`config.mk`:
```
export PLATFORM = sky130hd
export DESIGN_NAME = lgf_mac
export DESIGN_NICKNAME = d
export VERILOG_FILES = /design/src/design/lgf_pkg.sv /design/src/design/lgf_mac.sv
export SDC_FILE = /design/constraint.sdc
export NUM_CORES = 1
export LEC_CHECK = 0
export BUFFER_PORTS_ARGS = -buffer_cell sky130_fd_sc_hd__buf_2
export CAP_MARGIN = 20
export CORE_MARGIN = 1
export CORE_UTILIZATION = 55
export CTS_CLUSTER_SIZE = 14
export DETAILED_ROUTE_END_ITERATION = 8
export GPL_TIMING_DRIVEN = 1
export PLACE_DENSITY = 0.76
export SLEW_MARGIN = 20
export SYNTH_ARGS = -nofsm -noshare
export SYNTH_HDL_FRONTEND = slang
export SYNTH_SLANG_ARGS = --single-unit
export TNS_END_PERCENT = 5
```
`constraint.sdc`:
```
create_clock -name clk -period 4.7 [get_ports clk]
set_input_delay 0.235 -clock clk [delete_from_list [all_inputs] [get_ports clk]]
set_output_delay 0.235 -clock clk [all_outputs]
set_load 0.02 [all_outputs]
```
`src/design/lgf_pkg.sv`:
```
// Shared types, constants and elaboration-time kernel math for the LoG filter.
`default_nettype none
package lgf_pkg;

  localparam int PIX_W  = 8;
  localparam int COEF_W = 24;
  localparam int RES_W  = 32;
  localparam int POS_W  = 10;
  localparam int ACC_W  = 42;
  localparam int CFG_W  = 11;

  localparam logic CFG_FRAME_WIDTH  = 1'b0;
  localparam logic CFG_FRAME_HEIGHT = 1'b1;

  localparam logic OP_PIXEL = 1'b0;
  localparam logic OP_DRAIN = 1'b1;

  localparam logic [63:0] Q60_ONE = 64'h1000_0000_0000_0000;
  localparam logic [63:0] PI_Q60  = 64'h3243_F6A8_885A_308D;

  typedef enum logic [2:0] {
    ST_IDLE,
    ST_CHECK,
    ST_RUN,
    ST_DRAIN,
    ST_DONE
  } state_t;

  // one window tap issued to the MAC, aligned with the line store read
  typedef struct packed {
    logic                     valid;
    logic                     last;
    logic signed [COEF_W-1:0] coef;
  } tap_t;

  // restoring divide, used only when building constants
  function automatic logic [63:0] lgf_udiv(logic [63:0] a, logic [63:0] b);
    logic [64:0] r;
    logic [63:0] q;
    r = '0;
    q = '0;
    for (int i = 63; i >= 0; i--) begin
      r = {r[63:0], a[i]};
      q = {q[62:0], 1'b0};
      if (r >= {1'b0, b}) begin
        r    = r - {1'b0, b};
        q[0] = 1'b1;
      end
    end
    return q;
  endfunction

  function automatic logic [63:0] lgf_mul_q60(logic [63:0] a, logic [63:0] b);
    logic [127:0] p;
    p = {64'd0, a} * {64'd0, b};
    return p[123:60];
  endfunction

  // floor(num * 2^60 / den) of the fractional part
  function automatic logic [63:0] lgf_frac(logic [63:0] num, logic [63:0] den);
    logic [63:0] r;
    logic [63:0] q;
    q = '0;
    r = num - lgf_udiv(num, den) * den;
    for (int i = 0; i < 60; i++) begin
      r = {r[62:0], 1'b0};
      q = {q[62:0], 1'b0};
      if (r >= den) begin
        r    = r - den;
        q[0] = 1'b1;
      end
    end
    return q;
  endfunction

  // exp(-num/den) in Q60: series on x/32, then five squarings
  function automatic logic [63:0] lgf_exp_neg(logic [63:0] num, logic [63:0] den);
    logic [63:0] x;
    logic [63:0] y;
    logic [63:0] term;
    x    = lgf_frac(num, {den[58:0], 5'd0});
    y    = Q60_ONE;
    term = Q60_ONE;
    for (int n = 1; n < 48; n++) begin
      term = lgf_udiv(lgf_mul_q60(term, x), 64'(n));
      if (term == '0) break;
      if (n % 2 == 1) y = y - term;
      else y = y + term;
    end
    for (int k = 0; k < 5; k++) y = lgf_mul_q60(y, y);
    return y;
  endfunction

  // Q4.20 coefficient for squared radius r2
  function automatic logic signed [COEF_W-1:0] lgf_coef(int sigma_tenths, int r2);
    logic [63:0]  s2;
    logic [63:0]  s6;
    logic [63:0]  a;
    logic [63:0]  e;
    logic         neg;
    logic [63:0]  n;
    logic [127:0] p;
    logic [64:0]  rem;
    logic [63:0]  q;
    logic [63:0]  mag;
    s2  = 64'(sigma_tenths) * 64'(sigma_tenths);
    s6  = s2 * s2 * s2;
    a   = 64'd50 * 64'(r2);
    e   = lgf_exp_neg(a, s2);
    neg = a < s2;
    n   = (neg ? s2 - a : a - s2) * 64'd10000;
    p   = {64'd0, n} * {64'd0, e};
    p   = p << 21;
    rem = '0;
    q   = '0;
    for (int i = 127; i >= 0; i--) begin
      rem = {rem[63:0], p[i]};
      q   = {q[62:0], 1'b0};
      if (rem >= {1'b0, PI_Q60}) begin
        rem  = rem - {1'b0, PI_Q60};
        q[0] = 1'b1;
      end
    end
    mag = lgf_udiv(q + s6, {s6[62:0], 1'b0});
    if (neg) begin
      if (mag > 64'h80_0000) mag = 64'h80_0000;
      return -(COEF_W'(mag));
    end
    if (mag > 64'h7F_FFFF) mag = 64'h7F_FFFF;
    return COEF_W'(mag);
  endfunction

endpackage
`default_nettype wire

```
`src/design/lgf_mac.sv`:
```
// Window multiply-accumulate with Q16.16 rounding and saturation.
`default_nettype none
module lgf_mac (
  input  wire logic                             clk,
  input  wire logic                             rst,
  input  wire logic                             clear,
  input  wire lgf_pkg::tap_t                    tap,
  input  wire logic [lgf_pkg::PIX_W-1:0]        pixel,
  output logic signed [lgf_pkg::RES_W-1:0]      res,
  output logic                                  res_valid
);
  import lgf_pkg::*;

  localparam int PROD_W = PIX_W + 1 + COEF_W;
  localparam int RND_W  = ACC_W - 3;

  tap_t                     tap_d;
  logic signed [PROD_W-1:0] prod;
  logic                     p_valid;
  logic                     p_last;
  logic signed [ACC_W-1:0]  acc;
  logic                     a_last;
  logic signed [ACC_W:0]    biased;
  logic signed [RND_W-1:0]  rounded;
  logic signed [RES_W-1:0]  sat;

  // tap is registered once so that it lines up with the line store read data
  always_ff @(posedge clk) begin
    tap_d.coef <= tap.coef;
    tap_d.last <= tap.last;
    prod       <= $signed({1'b0, pixel}) * tap_d.coef;
    p_last     <= tap_d.last;
    if (rst) begin
      tap_d.valid <= 1'b0;
      p_valid     <= 1'b0;
      a_last      <= 1'b0;
      res_valid   <= 1'b0;
    end else begin
      tap_d.valid <= tap.valid;
      p_valid     <= tap_d.valid;
      a_last      <= p_valid && p_last;
      res_valid   <= a_last;
    end
  end

  always_ff @(posedge clk) begin
    if (clear) begin
      acc <= '0;
    end else if (p_valid) begin
      acc <= acc + ACC_W'(prod);
    end
  end

  // floor((acc + 8) / 16), clipped to 32 bits
  always_comb begin
    biased  = (ACC_W + 1)'(acc) + (ACC_W + 1)'(8);
    rounded = biased[ACC_W:4];
    if (rounded > RND_W'(signed'(32'sh7FFF_FFFF))) begin
      sat = 32'sh7FFF_FFFF;
    end else if (rounded < RND_W'(signed'(32'sh8000_0000))) begin
      sat = 32'sh8000_0000;
    end else begin
      sat = RES_W'(rounded);
    end
  end

  always_ff @(posedge clk) begin
    if (a_last) begin
      res <= sat;
    end
  end

endmodule
`default_nettype wire

```
==> flow_summary.toml <==
[outcome]
status = "finished, violations left"
violations = "negative setup slack"

[clocking]
clkSlewWorstSetupHoldPaths_ps = 70
cts_buffer_depth = 2
cts_tree = "built"
cts_max_level = 4
root_buffer = "clkbuf_16"
numCtsBuffers = 17
cts_num_sinks = 137
insertion_delay_ps = 430

[pwr]
power.total_mw = 9.69
cellPowerDensity_nw_per_um2 = 594
ir_worst_vdd_mv = 0.356
p_leak_nw = 7.73

[floorplanning]
die-width_um = 160
start_util_pct = 56.3
coreArea_um2 = 24400
ios = 70
die_h_um = 160
rows = 57
die_area_um2 = 25600

[job]
maxCapViolations = 0

[grt]
grt_start_max_net_pins = 45
antenna_found_initial = 0
grt_pass1_vias = 10900
track_usage_pct = 23.6
grt_overflow = 0
grt_pass1_wl_um = 49900

[layout]
design_area_um2 = 16300
layout_common_cells = "inv_1 (217), fa_1 (147), nand2_1 (141)"
nets = 1989
syn_to_final_growth_pct = 18.9
antenna_cells = 0
instances_no_fill = 2030
final_common_cell = "inv_1"
fin_util_pct = 66.9
drive_above_1_share_pct = 19.3

[hold_path]
hp-class = "in2reg"

[route]
viasPerCell = 5.36
route.vias.total = 10900
routed_wl_um = 30800
wl_per_cell_um = 15.2
drtPass1Iterations = 5
drt_iter0_markers = 780
final_antenna_net_count = 0
drcViolationCount = 0

[setup_path]
crit_type = "reg2reg"
arrival_ps = 5010
path_buf_inv = 3
cp-end-kind = "flop"
critical_path.max_stage_delay_ps = 560
path_delay_family = "adder cells"
cp-start-kind = "flop"
crit_path_max_fanout = 5
cp.required_ps = 5000
cp_common_cell = "fa_1"
slowest_stage = "fa_1"
path_cells = "buf_4, and2_1, fa_1, fa_1, fa_1, inv_1, fa_1, inv_1, ha_4, nand4_1, o21ai_1, o21bai_2, nand3_2, o211ai_1, o221a_2, o21bai_1, a21oi_1, xnor2_1"

[sta]
fin_crit_ps = 4710
timing.final.crit_share_pct = 100
drv_slew = 0
rsz0062_at_grt = "true"
setup_violations = 1
hold_viol = 0
worst_slew_pin_slew_ps = 844
relSlewSlack_pct = 43.6
fin_ws_ps = -5.71
fmax_mhz = 213
fin_skew_ps = 14.9
fin_setup_tns_ps = -5.71

[synthesis]
syn_inst = 1524
synth_largest_area_cell = "fa_1"
syn_area_per_cell_um2 = 9.01
ys_types = 70
synth_top_area_share_pct = 22.0
syn_area_um2 = 13700
synth-main-ff-cell = "dfxtp_1"
synth-edff-count = 32
synth-seq-area-share_pct = 22.3
synthTopCellsByArea = "fa_1 (22%), dfxtp_1 (15%), ha_1 (9.8%)"
async_flop_share_pct = 0
yosysWarnings = 0
synth_seq_cells = 137
synth_nets = 1820

[place]
post-dp-hpwl_um = 22500
io_buffers = 69
place_area_um2 = 14900
dp.cells = 1958
gp_congestion = 0.899
## worst paths after layout
| path | slack (ps) | endpoint | from | depth (start not counted) |
|---|---|---|---|---|
| hold reg to reg | 330 | p_last | tap_d[24] | 0 |
| hold / removal | 30 | tap_d[25] | tap[25] | 2 |
| setup reg to reg | -6 | prod[32] | tap_d[11] | 18 |
| setup / recovery | -6 | prod[32] | tap_d[11] | 18 |
## routing by layer
layer  vias up  routed length [um]  GRT usage, %
met5         -                   0             0
met4         0                 654          7.01
met3        61                1530          2.62
met2       343               14800          39.2
met1      5121               13800          32.5
li1       5347                   -             -
## layout make-up
| class | instances | area (um^2) |
|---|---|---|
| Clock inverter | 13 | 165 |
| Sequential cell | 137 | 3110 |
| Fill cell | 1861 | 8060 |
| Tap cell | 324 | 405 |
| Multi-Input combinational cell | 1113 | 9960 |
| Clock buffer | 19 | 454 |
| Timing Repair Buffer | 194 | 1370 |
| Inverter | 230 | 863 |
## synth_stat cells (15+ instances only)
master and n:
a21o_1 41, a21oi_1 79, and2_1 108, and3_1 15, clkbuf_1 36, dfxtp_1 105
edfxtp_1 32, fa_1 151, ha_1 108, inv_1 229, mux2i_1 22, nand2_1 153
nand3_1 34, nand4_1 19, nor2_1 82, o21ai_0 34, o21ai_2 30, xnor2_1 55
xor2_1 39
## power breakdown
group / switching, mW / internal (mW) / leakage (nW)
clock network: 0.560 / 0.873 / 0.304
logic: 3.50 / 3.07 / 6.25
registers: 0.174 / 1.51 / 1.17
## stage by stage
step	setup WS [ps]	hold slack [ps]
floorplan	-50.3	263
global placement	-268	311
detailed placement	-358	314
CTS	-30.4	35.2
global route	-163	30.6
finish	-5.71	30.3
## worst reg2reg max path: stages, from the launching register on
cell	delay (ps)
dfxtp_4	360
buf_4	130
and2_1	160
fa_1	560
fa_1	440
fa_1	550
inv_1	60
fa_1	530
inv_1	70
ha_4	300
nand4_1	180
o21ai_1	300
o21bai_2	130
nand3_2	110
o211ai_1	110
o221a_2	250
o21bai_1	110
a21oi_1	90
xnor2_1	130
## flip-flops by register name, indices dropped and copies added, names as in the netlist
register and cells:
acc 42, p_valid 1, p_last 1, res 32, prod 33, tap_d 26
a_last 1, res_valid 1
## cell families (layout without fill, tap and decap cells)
group,Yosys count,count (layout),share of synthesized area [%]
buffers and inverters,274,456,7.85
muxes,23,23,1.69
AOI/OAI and AO/OA,271,271,13.3
DFF,137,137,22.3
xor gates and xnor gates,94,94,6.00
and+or+nand+nor,466,466,17.0
adders and majority gates,259,259,31.9
## repair_timing
action | 4_1_cts | 5_1_grt
setup buffers | 0 | 14
resized for setup | 37 | 75
pin swaps | 7 | 67
setup endpoints to repair | 11 | 10
hold buffers | 26 | 0
endpoints found under the hold margin | 26 | 0
Power figures use the tool's default switching activity.
